==> src/sv/sha256_pkg.sv <==
`timescale 1ns / 1ps
package sha256_pkg;

   typedef enum logic [2:0] {
      ST_IDLE,
      ST_ROUND,
      ST_FOLD,
      ST_PAD,
      ST_EMIT
   } state_type;

   localparam logic [7:0] PAD_MARK = 8'h80;
   localparam logic [5:0] LEN_START = 6'd56;

   typedef logic [31:0] word_type;

   function automatic word_type start_word(input logic [2:0] idx);
      word_type w;
      w = '0;
      case (idx)
         3'd0: w = 32'h6A09E667;
         3'd1: w = 32'hBB67AE85;
         3'd2: w = 32'h3C6EF372;
         3'd3: w = 32'hA54FF53A;
         3'd4: w = 32'h510E527F;
         3'd5: w = 32'h9B05688C;
         3'd6: w = 32'h1F83D9AB;
         default: w = 32'h5BE0CD19;
      endcase
      return w;
   endfunction

   localparam word_type ROUND_KEYS [64] = '{
      32'h428A2F98, 32'h71374491, 32'hB5C0FBCF, 32'hE9B5DBA5,
      32'h3956C25B, 32'h59F111F1, 32'h923F82A4, 32'hAB1C5ED5,
      32'hD807AA98, 32'h12835B01, 32'h243185BE, 32'h550C7DC3,
      32'h72BE5D74, 32'h80DEB1FE, 32'h9BDC06A7, 32'hC19BF174,
      32'hE49B69C1, 32'hEFBE4786, 32'h0FC19DC6, 32'h240CA1CC,
      32'h2DE92C6F, 32'h4A7484AA, 32'h5CB0A9DC, 32'h76F988DA,
      32'h983E5152, 32'hA831C66D, 32'hB00327C8, 32'hBF597FC7,
      32'hC6E00BF3, 32'hD5A79147, 32'h06CA6351, 32'h14292967,
      32'h27B70A85, 32'h2E1B2138, 32'h4D2C6DFC, 32'h53380D13,
      32'h650A7354, 32'h766A0ABB, 32'h81C2C92E, 32'h92722C85,
      32'hA2BFE8A1, 32'hA81A664B, 32'hC24B8B70, 32'hC76C51A3,
      32'hD192E819, 32'hD6990624, 32'hF40E3585, 32'h106AA070,
      32'h19A4C116, 32'h1E376C08, 32'h2748774C, 32'h34B0BCB5,
      32'h391C0CB3, 32'h4ED8AA4A, 32'h5B9CCA4F, 32'h682E6FF3,
      32'h748F82EE, 32'h78A5636F, 32'h84C87814, 32'h8CC70208,
      32'h90BEFFFA, 32'hA4506CEB, 32'hBEF9A3F7, 32'hC67178F2
   };

   function automatic word_type rotr(input word_type x, input int n);
      return (x >> n) | (x << (32 - n));
   endfunction

endpackage

==> src/sv/sha256_stream_hasher.sv <==
`timescale 1ns / 1ps
// Streaming SHA-256: one message byte per request on req_tdata, with tlast marking the
// message end and req_tuser[0] saying whether the byte is present. A request that fills a
// 64-byte block starts a compression, the rounds and then the fold of the working
// variables into the chain value, all through one shared round unit; other requests need
// no compression. On a message end the block pads one byte per cycle (each pad byte that
// completes a block runs the same compression) and then presents the eight digest
// words on rsp_tdata, word 0 first, with rsp_tlast on word 7. req_tready is low throughout.
module sha256_stream_hasher (
   input  logic        clock,
   input  logic        reset,
   input  logic        req_tvalid,
   output logic        req_tready,
   input  logic [7:0]  req_tdata,   // msg_byte
   input  logic        req_tlast,   // message_end
   input  logic        req_tuser,   // byte_present
   output logic        rsp_tvalid,
   input  logic        rsp_tready,
   output logic [31:0] rsp_tdata,   // digest_word
   output logic [3:0]  rsp_tuser,   // word_index [2:0], final_word [3]
   output logic        rsp_tlast    // final_word
);

   sha256_pkg::state_type state_ff, state_in;

   logic [31:0] chain_ff [8];
   logic [31:0] vars_ff [8];
   logic [31:0] win_ff [16];
   logic [63:0] len_ff;
   logic [5:0]  fill_ff;
   logic [5:0]  round_ff;
   logic [2:0]  idx_ff;
   logic        ending_ff;
   logic        mark_ff;
   logic        len_phase_ff;

   logic [7:0]  push_byte;
   logic        push_en;
   logic        accept;
   logic [31:0] wt, s0, s1, big0, big1, ch, maj, t1;
   logic [31:0] wa, wb;
   logic [3:0]  ri;
   logic [2:0]  len_sel;

   assign accept = req_tvalid && req_tready;
   assign ri = round_ff[3:0];
   assign wa = win_ff[ri + 4'd1];
   assign wb = win_ff[ri + 4'd14];
   assign s0 = sha256_pkg::rotr(wa, 7) ^ sha256_pkg::rotr(wa, 18) ^ (wa >> 3);
   assign s1 = sha256_pkg::rotr(wb, 17) ^ sha256_pkg::rotr(wb, 19) ^ (wb >> 10);
   assign wt = (round_ff < 6'd16) ? win_ff[ri]
             : win_ff[ri] + win_ff[ri + 4'd9] + s0 + s1;
   assign big1 = sha256_pkg::rotr(vars_ff[4], 6) ^ sha256_pkg::rotr(vars_ff[4], 11)
               ^ sha256_pkg::rotr(vars_ff[4], 25);
   assign big0 = sha256_pkg::rotr(vars_ff[0], 2) ^ sha256_pkg::rotr(vars_ff[0], 13)
               ^ sha256_pkg::rotr(vars_ff[0], 22);
   assign ch  = (vars_ff[4] & vars_ff[5]) ^ (~vars_ff[4] & vars_ff[6]);
   assign maj = (vars_ff[0] & vars_ff[1]) ^ (vars_ff[1] & vars_ff[2])
              ^ (vars_ff[2] & vars_ff[0]);
   assign t1 = vars_ff[7] + big1 + ch + sha256_pkg::ROUND_KEYS[round_ff] + wt;

   // Pad bytes: the marker, zeros up to the length field, then the length big-endian.
   assign len_sel = 3'd7 - fill_ff[2:0];
   always_comb begin
      push_byte = 8'h00;
      push_en = 1'b0;
      if (state_ff == sha256_pkg::ST_IDLE) begin
         push_byte = req_tdata;
         push_en = accept && req_tuser;
      end else if (state_ff == sha256_pkg::ST_PAD) begin
         push_en = 1'b1;
         if (!mark_ff) push_byte = sha256_pkg::PAD_MARK;
         else if (len_phase_ff) push_byte = len_ff[len_sel*8 +: 8];
      end
   end

   always_comb begin
      state_in = state_ff;
      unique case (state_ff)
         sha256_pkg::ST_IDLE: begin
            if (accept) begin
               if (push_en && fill_ff == 6'd63) state_in = sha256_pkg::ST_ROUND;
               else if (req_tlast) state_in = sha256_pkg::ST_PAD;
            end
         end
         sha256_pkg::ST_ROUND: begin
            if (round_ff == 6'd63) state_in = sha256_pkg::ST_FOLD;
         end
         sha256_pkg::ST_FOLD: begin
            if (idx_ff == 3'd7) begin
               if (!ending_ff) state_in = sha256_pkg::ST_IDLE;
               else if (len_phase_ff) state_in = sha256_pkg::ST_EMIT;
               else state_in = sha256_pkg::ST_PAD;
            end
         end
         sha256_pkg::ST_PAD: begin
            if (fill_ff == 6'd63) state_in = sha256_pkg::ST_ROUND;
         end
         sha256_pkg::ST_EMIT: begin
            if (rsp_tready && idx_ff == 3'd7) state_in = sha256_pkg::ST_IDLE;
         end
         default: state_in = sha256_pkg::ST_IDLE;
      endcase
   end

   always_ff @(posedge clock) begin
      if (reset) state_ff <= sha256_pkg::ST_IDLE;
      else state_ff <= state_in;
   end

   always_ff @(posedge clock) begin
      if (push_en) begin
         if (fill_ff[1:0] == 2'd0) win_ff[fill_ff[5:2]] <= {push_byte, 24'h0};
         else win_ff[fill_ff[5:2]][(3 - fill_ff[1:0])*8 +: 8] <= push_byte;
      end else if (state_ff == sha256_pkg::ST_ROUND && round_ff >= 6'd16) begin
         win_ff[ri] <= wt;
      end
   end

   always_ff @(posedge clock) begin
      if (reset) begin
         for (int i = 0; i < 8; i++) chain_ff[i] <= sha256_pkg::start_word(3'(i));
         for (int i = 0; i < 8; i++) vars_ff[i] <= '0;
         len_ff <= '0;
         fill_ff <= '0;
         round_ff <= '0;
         idx_ff <= '0;
         ending_ff <= 1'b0;
         mark_ff <= 1'b0;
         len_phase_ff <= 1'b0;
      end else begin
         if (push_en) fill_ff <= fill_ff + 6'd1;
         if (state_ff == sha256_pkg::ST_IDLE && push_en) len_ff <= len_ff + 64'd8;
         if (state_ff == sha256_pkg::ST_IDLE && accept && req_tlast) ending_ff <= 1'b1;
         if (state_ff == sha256_pkg::ST_PAD && !mark_ff) mark_ff <= 1'b1;
         // Once the pad reaches the byte before the length field, the length follows.
         if (state_ff == sha256_pkg::ST_PAD && fill_ff == sha256_pkg::LEN_START - 6'd1)
            len_phase_ff <= 1'b1;
         if (state_in == sha256_pkg::ST_ROUND && state_ff != sha256_pkg::ST_ROUND) begin
            for (int i = 0; i < 8; i++) vars_ff[i] <= chain_ff[i];
            round_ff <= '0;
         end
         if (state_ff == sha256_pkg::ST_ROUND) begin
            vars_ff[7] <= vars_ff[6];
            vars_ff[6] <= vars_ff[5];
            vars_ff[5] <= vars_ff[4];
            vars_ff[4] <= vars_ff[3] + t1;
            vars_ff[3] <= vars_ff[2];
            vars_ff[2] <= vars_ff[1];
            vars_ff[1] <= vars_ff[0];
            vars_ff[0] <= t1 + big0 + maj;
            round_ff <= round_ff + 6'd1;
            idx_ff <= '0;
         end
         if (state_ff == sha256_pkg::ST_FOLD) begin
            chain_ff[idx_ff] <= chain_ff[idx_ff] + vars_ff[idx_ff];
            idx_ff <= idx_ff + 3'd1;
         end
         if (state_ff == sha256_pkg::ST_EMIT && rsp_tready) begin
            idx_ff <= idx_ff + 3'd1;
            if (idx_ff == 3'd7) begin
               for (int i = 0; i < 8; i++) chain_ff[i] <= sha256_pkg::start_word(3'(i));
               for (int i = 0; i < 8; i++) vars_ff[i] <= '0;
               len_ff <= '0;
               fill_ff <= '0;
               ending_ff <= 1'b0;
               mark_ff <= 1'b0;
               len_phase_ff <= 1'b0;
            end
         end
      end
   end

   assign req_tready = (state_ff == sha256_pkg::ST_IDLE);
   assign rsp_tvalid = (state_ff == sha256_pkg::ST_EMIT);
   assign rsp_tdata  = chain_ff[idx_ff];
   assign rsp_tlast  = (idx_ff == 3'd7);
   assign rsp_tuser  = {rsp_tlast, idx_ff};

   a_busy_no_ready: assert property (@(posedge clock) disable iff (reset)
      (state_ff == sha256_pkg::ST_ROUND) |-> !req_tready && !rsp_tvalid)
      else $error("request taken during compression");
   a_round_fold: assert property (@(posedge clock) disable iff (reset)
      (state_ff == sha256_pkg::ST_ROUND && round_ff == 6'd63) |=>
      state_ff == sha256_pkg::ST_FOLD && idx_ff == 3'd0)
      else $error("compression did not fold after 64 rounds");
   a_emit_block_empty: assert property (@(posedge clock) disable iff (reset)
      rsp_tvalid |-> fill_ff == 6'd0)
      else $error("digest shown with partial block");

endmodule

==> config.mk <==
export PLATFORM = sky130hd
export DESIGN_NAME = sha256_stream_hasher
export DESIGN_NICKNAME = d
export VERILOG_FILES = /design/src/sv/sha256_pkg.sv /design/src/sv/sha256_stream_hasher.sv
export SDC_FILE = /design/constraint.sdc
export NUM_CORES = 2
export LEC_CHECK = 0
export ABC_AREA = 1
export BUFFER_PORTS_ARGS = -buffer_cell sky130_fd_sc_hd__buf_2
export CAP_MARGIN = 20
export CORE_UTILIZATION = 35
export CTS_BUF_LIST = sky130_fd_sc_hd__clkbuf_8
export CTS_CLUSTER_SIZE = 14
export DETAILED_ROUTE_END_ITERATION = 8
export PLACE_DENSITY = 0.5
export SLEW_MARGIN = 5
export SYNTH_ARGS = -nofsm -noshare
export SYNTH_HDL_FRONTEND = slang
export SYNTH_SLANG_ARGS = --single-unit
==> constraint.sdc <==
create_clock -name clock -period 14.56 [get_ports clock]
set_clock_uncertainty 0.1 [all_clocks]
set_input_delay 1.456 -clock clock [delete_from_list [all_inputs] [get_ports clock]]
set_output_delay 1.456 -clock clock [all_outputs]
set_load 0.005 [all_outputs]
# --- Word-level counts from Yosys, hierarchy flattened ---
# Memory sizes are Yosys's and may differ from the RTL's. A register that Yosys moved wholly into a read port is not among the register bits.
# Index checks and enable logic that the tools add are counted.
word_totals:
  in_bits: 14
  register_bits: 85
  memories: 4
  output_inout_bits: 39
  wordCells: 331
  mem_bits_ro: 2048
  mem_bits_rw: 1024
classes:
  n_eq_ne: 10
  shifts: 3
  n_reduce_logical: 19
  muxes: 171
  add_sub_neg: 21
  n_lt_le_gt_ge: 3
  bitwise: 92
memory_table:
  columns: ["memory", "depth", "word_bits", "rd", "rd_clocked_by_memory_dff", "write_ports", "line_no", "text"]
  rows:
  - ["(name not given)", 64, 32, 1, 0, 0, "sha256_stream_hasher.sv:60", "assign t1 = vars_ff[7] + big1 + ch + sha256_pkg::ROUND_KEYS[round_ff] + wt;"]
  - ["win_ff", 16, 32, 4, 1, 1, "sha256_stream_hasher.sv:28", "logic [31:0] win_ff [16];"]
  - ["chain_ff", 8, 32, 9, 1, 8, "sha256_stream_hasher.sv:26", "logic [31:0] chain_ff [8];"]
  - ["vars_ff", 8, 32, 9, 1, 8, "sha256_stream_hasher.sv:27", "logic [31:0] vars_ff [8];"]
ops:
  columns: ["operator", "count"]
  rows:
  - ["32-bit 2-to-1 mux", 71]
  - ["32-bit adder", 11]
  - ["32-bit bitwise XOR", 9]
  - ["64-bit 2-to-1 mux", 3]
  - ["32-bit AND", 5]
  - ["1-bit 2-to-1 mux", 67]
  - ["64-bit by 4-bit adder with 64-bit output, second input constant", 1]
  - ["1-bit bitwise OR", 64]
  - ["32-bit OR reduction", 2]
  - ["64-bit by 7-bit indexed part select with 8-bit output", 1]
  - ["3-bit 2-to-1 mux", 17]
  - ["32-bit negation with 34-bit output", 1]
  - ["8-bit by 34-bit variable shift with 32-bit output, first input constant", 1]
  - ["8-bit by 34-bit indexed part select with 32-bit output", 1]
  - ["8-bit 2-to-1 mux", 4]
  - ["32-bit NOT", 1]
  - ["10-bit by 32-bit bitwise OR with 32-bit output", 1]
  - ["13-bit by 32-bit bitwise OR with 32-bit output", 1]
  - ["14-bit by 32-bit bitwise OR with 32-bit output", 1]
  - ["15-bit by 32-bit bitwise OR with 32-bit output", 1]
  - ["19-bit by 32-bit bitwise OR with 32-bit output", 1]
  - ["21-bit by 32-bit bitwise OR with 32-bit output", 1]
  - ["25-bit by 32-bit bitwise OR with 32-bit output", 1]
  - ["26-bit by 32-bit bitwise OR with 32-bit output", 1]
  - ["other kinds (28)", 52]

# --- Depth between registers and ports, before layout ---
depth:
  ltp_word: 16
  mapped_depth: 67
  mapped_depth_nobuf: 57

# --- Worst setup path before layout ---
# No wires, ideal clock.
synth_path:
  path_kind: "reg2reg"
  from: "reg round_ff[0]"
  to: "mem vars_ff[0][31], data pin"
  path_stages_with_launch: 64
  path_buffers: 10
  synth_period_minus_slack_ns: 11.608
  required_time_ns: 14.207
  setup_ns: 0.253
  path_slack_ns: 2.952
  arrival_ns: 11.255
  path_cell_list: "dfxtp_1 > buf_2 > inv_2 > buf_6 > buf_2 > buf_2 > buf_2 > clkbuf_1 > ha_1 > buf_2 > buf_2 > buf_2 > clkbuf_1 > o211ai_1 > nand3_1 > nand2_1 > o21ai_1 > xnor2_1 > [... 28 more ...] > a21oi_1 > o21ai_1 > a21oi_2 > o21ai_2 > a21oi_1 > xor2_1 > fa_1 > ha_1 > inv_1 > nor3_1 > and2_1 > a221oi_1 > nand2_1 > xnor2_1 > nand2_1 > nand2_1 > o21ai_1 > inv_1"
synth_lines:
  columns: ["item", "line_no", "text"]
  rows:
  - ["from (decl)", "sha256_stream_hasher.sv:31", "logic [5:0] round_ff;"]
  - ["from (signal assigned)", "sha256_stream_hasher.sv:152", "round_ff <= round_ff + 6'd1;"]
  - ["to (decl)", "sha256_stream_hasher.sv:27", null]

==> run_results.csv <==
group,metric,value,unit
sta,tightest_slew,1253,ps
final_layout,fin_area,84940,sq um
final_layout,fin_nets,9901,
worst_setup_path,crit_path_start_kind,"flip-flop",
place,pre_cts_ws,1283,ps
sta,post-route-period-util,93.80,%
sta,fin_hold_ws,350.6,ps
synthesis,synth_xor_area_share,4.579,%
grt,met3_usage,7.149,%
clock_network,post-cts-setup-buffers,0,
clock_network,htreeDepth,4,
place,io_buffers,52,
route,drt_wl_total,368100,um
worst_setup_path,rrSetupSlack,900,ps
clock_network,ctsHoldBuffers,0,
route,drt_iter0_drc,10689,
grt,busiest_layer,"met2",
grt,grt-ovfl-total,0,
route,wl_per_cell,29.12,um
clock_network,clock_latency,1050,ps
synthesis,synth_top_family_by_area,"compound AO/OA/AOI/OAI gates",
final_layout,multiInputGateArea,39430,sq um
synthesis,synth-simple-area-share,15.51,%
min_path,hold_path.class,"reg -> reg",
floorplanning,die_area,223100,sq um
grt,grt_pass1_vias,69045,
grt,met2_usage,47.09,%
synthesis,synth_compound_area_share,22.38,%
worst_setup_path,critPathMaxFanout,116,
grt,grt_max_degree,193,
floorplanning,rows,172,
synthesis,muxShareOfSynthArea,0.01293,%
synthesis,synthCells,9669,
clock_network,postCtsResizedCells,0,
clock_network,cts_sinks,1113,
clock_network,cts_root_buffer,"clkbuf_8",
grt,grt_pass1_wl,516200,um
sta,rsz0062_at_grt,"false",
synthesis,ys.warnings.count,0,
floorplanning,io_pins,53,
grt,gr-usage-all-layers,31.97,%
worst_setup_path,crit_top_cell,"nand2_1",
grt,antenna_found_initial,18,
clock_network,numCtsBuffers,210,
final_layout,layout_common_cells,"1392 x nand2_1, 1219 x o21ai_0, 1147 x inv_1, 975 x a21oi_1, 896 x edfxtp_1",
worst_setup_path,required,15190,ps
final_layout,fill_cells,22549,
floorplanning,die_h,472.3,um
sta,relSlewSlack,15.56,%
place,placed_area,80860,sq um
worst_setup_path,cp-end-kind,"flip-flop",
synthesis,synth_edf_count,896,
synthesis,syn_nets,10065,
final_layout,final_common_cell,"nand2_1",
synthesis,avgSynthCellArea,8.007,sq um
clock_network,clk_path_buf_depth,3,
synthesis,synth_flop_cell,"edfxtp_1",
route,vias,74938,
final_layout,drive_above_1_share,7.293,%
floorplanning,fp.dieW,472.3,um
floorplanning,coreArea,219700,sq um
synthesis,synth.distinct_cells,78,
worst_setup_path,cp_slowest_cell,"inv_2",
sta,fin_crit,13660,ps
sta,setup_tns,0,ps
sta,hold_viol,0,
synthesis,syn_area,77420,sq um
route,drc,0,
route,drt_pass1_iterations,8,
clock_network,cts_tree,"built",
synthesis,async_flop_share,0,%
worst_setup_path,cpPeakStageDelay,770,ps
floorplanning,start_util,35.23,%
place,hpwl,259200,um
synthesis,synth-seq-cells,1113,
sta,worst_slack,903.0,ps
grt,grtUsageMet1,45.31,%
sta,setup_viol,0,
place,gp_congestion,1.029,
route,ant_nets,0,
sta,max_freq,73.22,MHz
sta,drv_slew,0,
job,cap_violations,0,
worst_setup_path,crit_type,"reg -> reg",
synthesis,synth_fa_ha_area_share,8.191,%
synthesis,seq_area_frac_synth,40.37,%
outcome,status,"finished, final reports clean",
final_layout,regArea,31280,sq um
clock_network,clkSlewWorstSetupHoldPaths,60,ps
worst_setup_path,arrival,14290,ps
route,vias_per_cell,5.929,
final_layout,area_delta_synth_final,9.713,%
## cells by family (layout without fill, tap and decap cells)
logic type | after synthesis | after routing
compound gates | 3088 | 3088
xor+xnor | 403 | 403
fa+ha+maj | 397 | 397
buf+inv | 1789 | 1801
flops | 1113 | 1113
mux | 1 | 1
other cells | 0 | 1
simple gates | 2878 | 2878
## flip-flops by register name (all words and copies together) (netlist names), named ones only
register      cells
state_ff          3
chain_ff        256
fill_ff           6
vars_ff         256
win_ff          512
idx_ff            3
len_ff           61
round_ff          6
mark_ff           1
ending_ff         1
len_phase_ff      1
## worst max-delay path: cells and delay by family, from the launching register on
family / cells / cell delay (ps)
AO/OA/AOI/OAI: 13 / 3820
XOR/XNOR: 3 / 730
adder cells (fa/ha/maj): 9 / 4290
buffers and inverters: 7 / 1880
flip-flops: 1 / 400
AND/OR/NAND/NOR: 13 / 2160
## Yosys cell counts, types with 18 or more instances
| cell type | n | area [sq um] |
|---|---|---|
| o221ai_1 | 79 | 691.9 |
| o21ai_0 | 1242 | 6216 |
| nand3_1 | 542 | 2713 |
| a221oi_1 | 20 | 175.2 |
| nor2_1 | 762 | 2860 |
| dfxtp_1 | 217 | 4344 |
| nor4_1 | 25 | 156.4 |
| xnor2_1 | 166 | 1454 |
| xor2_1 | 235 | 2058 |
| o21ai_1 | 128 | 640.6 |
| o211ai_1 | 182 | 1366 |
| a211oi_1 | 65 | 488.0 |
| nand4_1 | 24 | 150.1 |
| inv_2 | 24 | 90.09 |
| o21a_1 | 18 | 135.1 |
| a21oi_1 | 975 | 4880 |
| inv_1 | 1096 | 4114 |
| clkbuf_1 | 450 | 1689 |
| buf_2 | 114 | 570.6 |
| buf_1 | 84 | 315.3 |
| a31oi_1 | 199 | 1245 |
| nand2_1 | 1397 | 5244 |
| o22ai_1 | 23 | 143.9 |
| fa_1 | 188 | 3764 |
| ha_1 | 194 | 2427 |
| o2111ai_1 | 38 | 332.8 |
| nor3_1 | 66 | 330.3 |
| edfxtp_1 | 896 | 26910 |
## layer usage
layer / wire [um] / share of wire, % / up-vias
li1: - / - / 32993
met1: 156700 / 43 / 36476
met2: 155100 / 42 / 4707
met3: 41330 / 11 / 750
met4: 14920 / 4.1 / 12
met5: 93 / 0.025 / -
## cell type report
type	count	area share [%]
diodes	1	0.002946
clock inverters	175	1.243
repair buffers	286	2.666
clock buffers	213	3.452
inverters	1127	5.028
multi-input cells	6767	46.42
well taps	2958	4.357
flip-flops and latches	1113	36.83
## through the flow
step / utilization [%] / instances
2_1_floorplan: - / 9669
3_3_place_gp: 36.73 / 12229
3_5_place_dp: 36.80 / 12244
4_1_cts: 38.62 / 12632
5_1_grt: 38.66 / 12640
6_report: 38.66 / 12640
## final timing paths
| check | to | start | cells past startpoint |
|---|---|---|---|
| worst max register to register | vars_ff[0][30]$_SDFFCE_PP0P_ | round_ff[0]$_SDFFE_PP0N_ | 45 |
| worst min-delay path | vars_ff[7][1]$_SDFFE_PP0P_ | vars_ff[6][1]$_SDFFE_PP0P_ | 2 |
| worst min register to register | vars_ff[7][1]$_SDFFE_PP0P_ | vars_ff[6][1]$_SDFFE_PP0P_ | 2 |
| worst max-delay path | vars_ff[0][30]$_SDFFCE_PP0P_ | round_ff[0]$_SDFFE_PP0N_ | 45 |
Power is left out: the tool's default activity adds up to more than one toggle a clock period on the data nets, which glitch-free logic cannot reach.
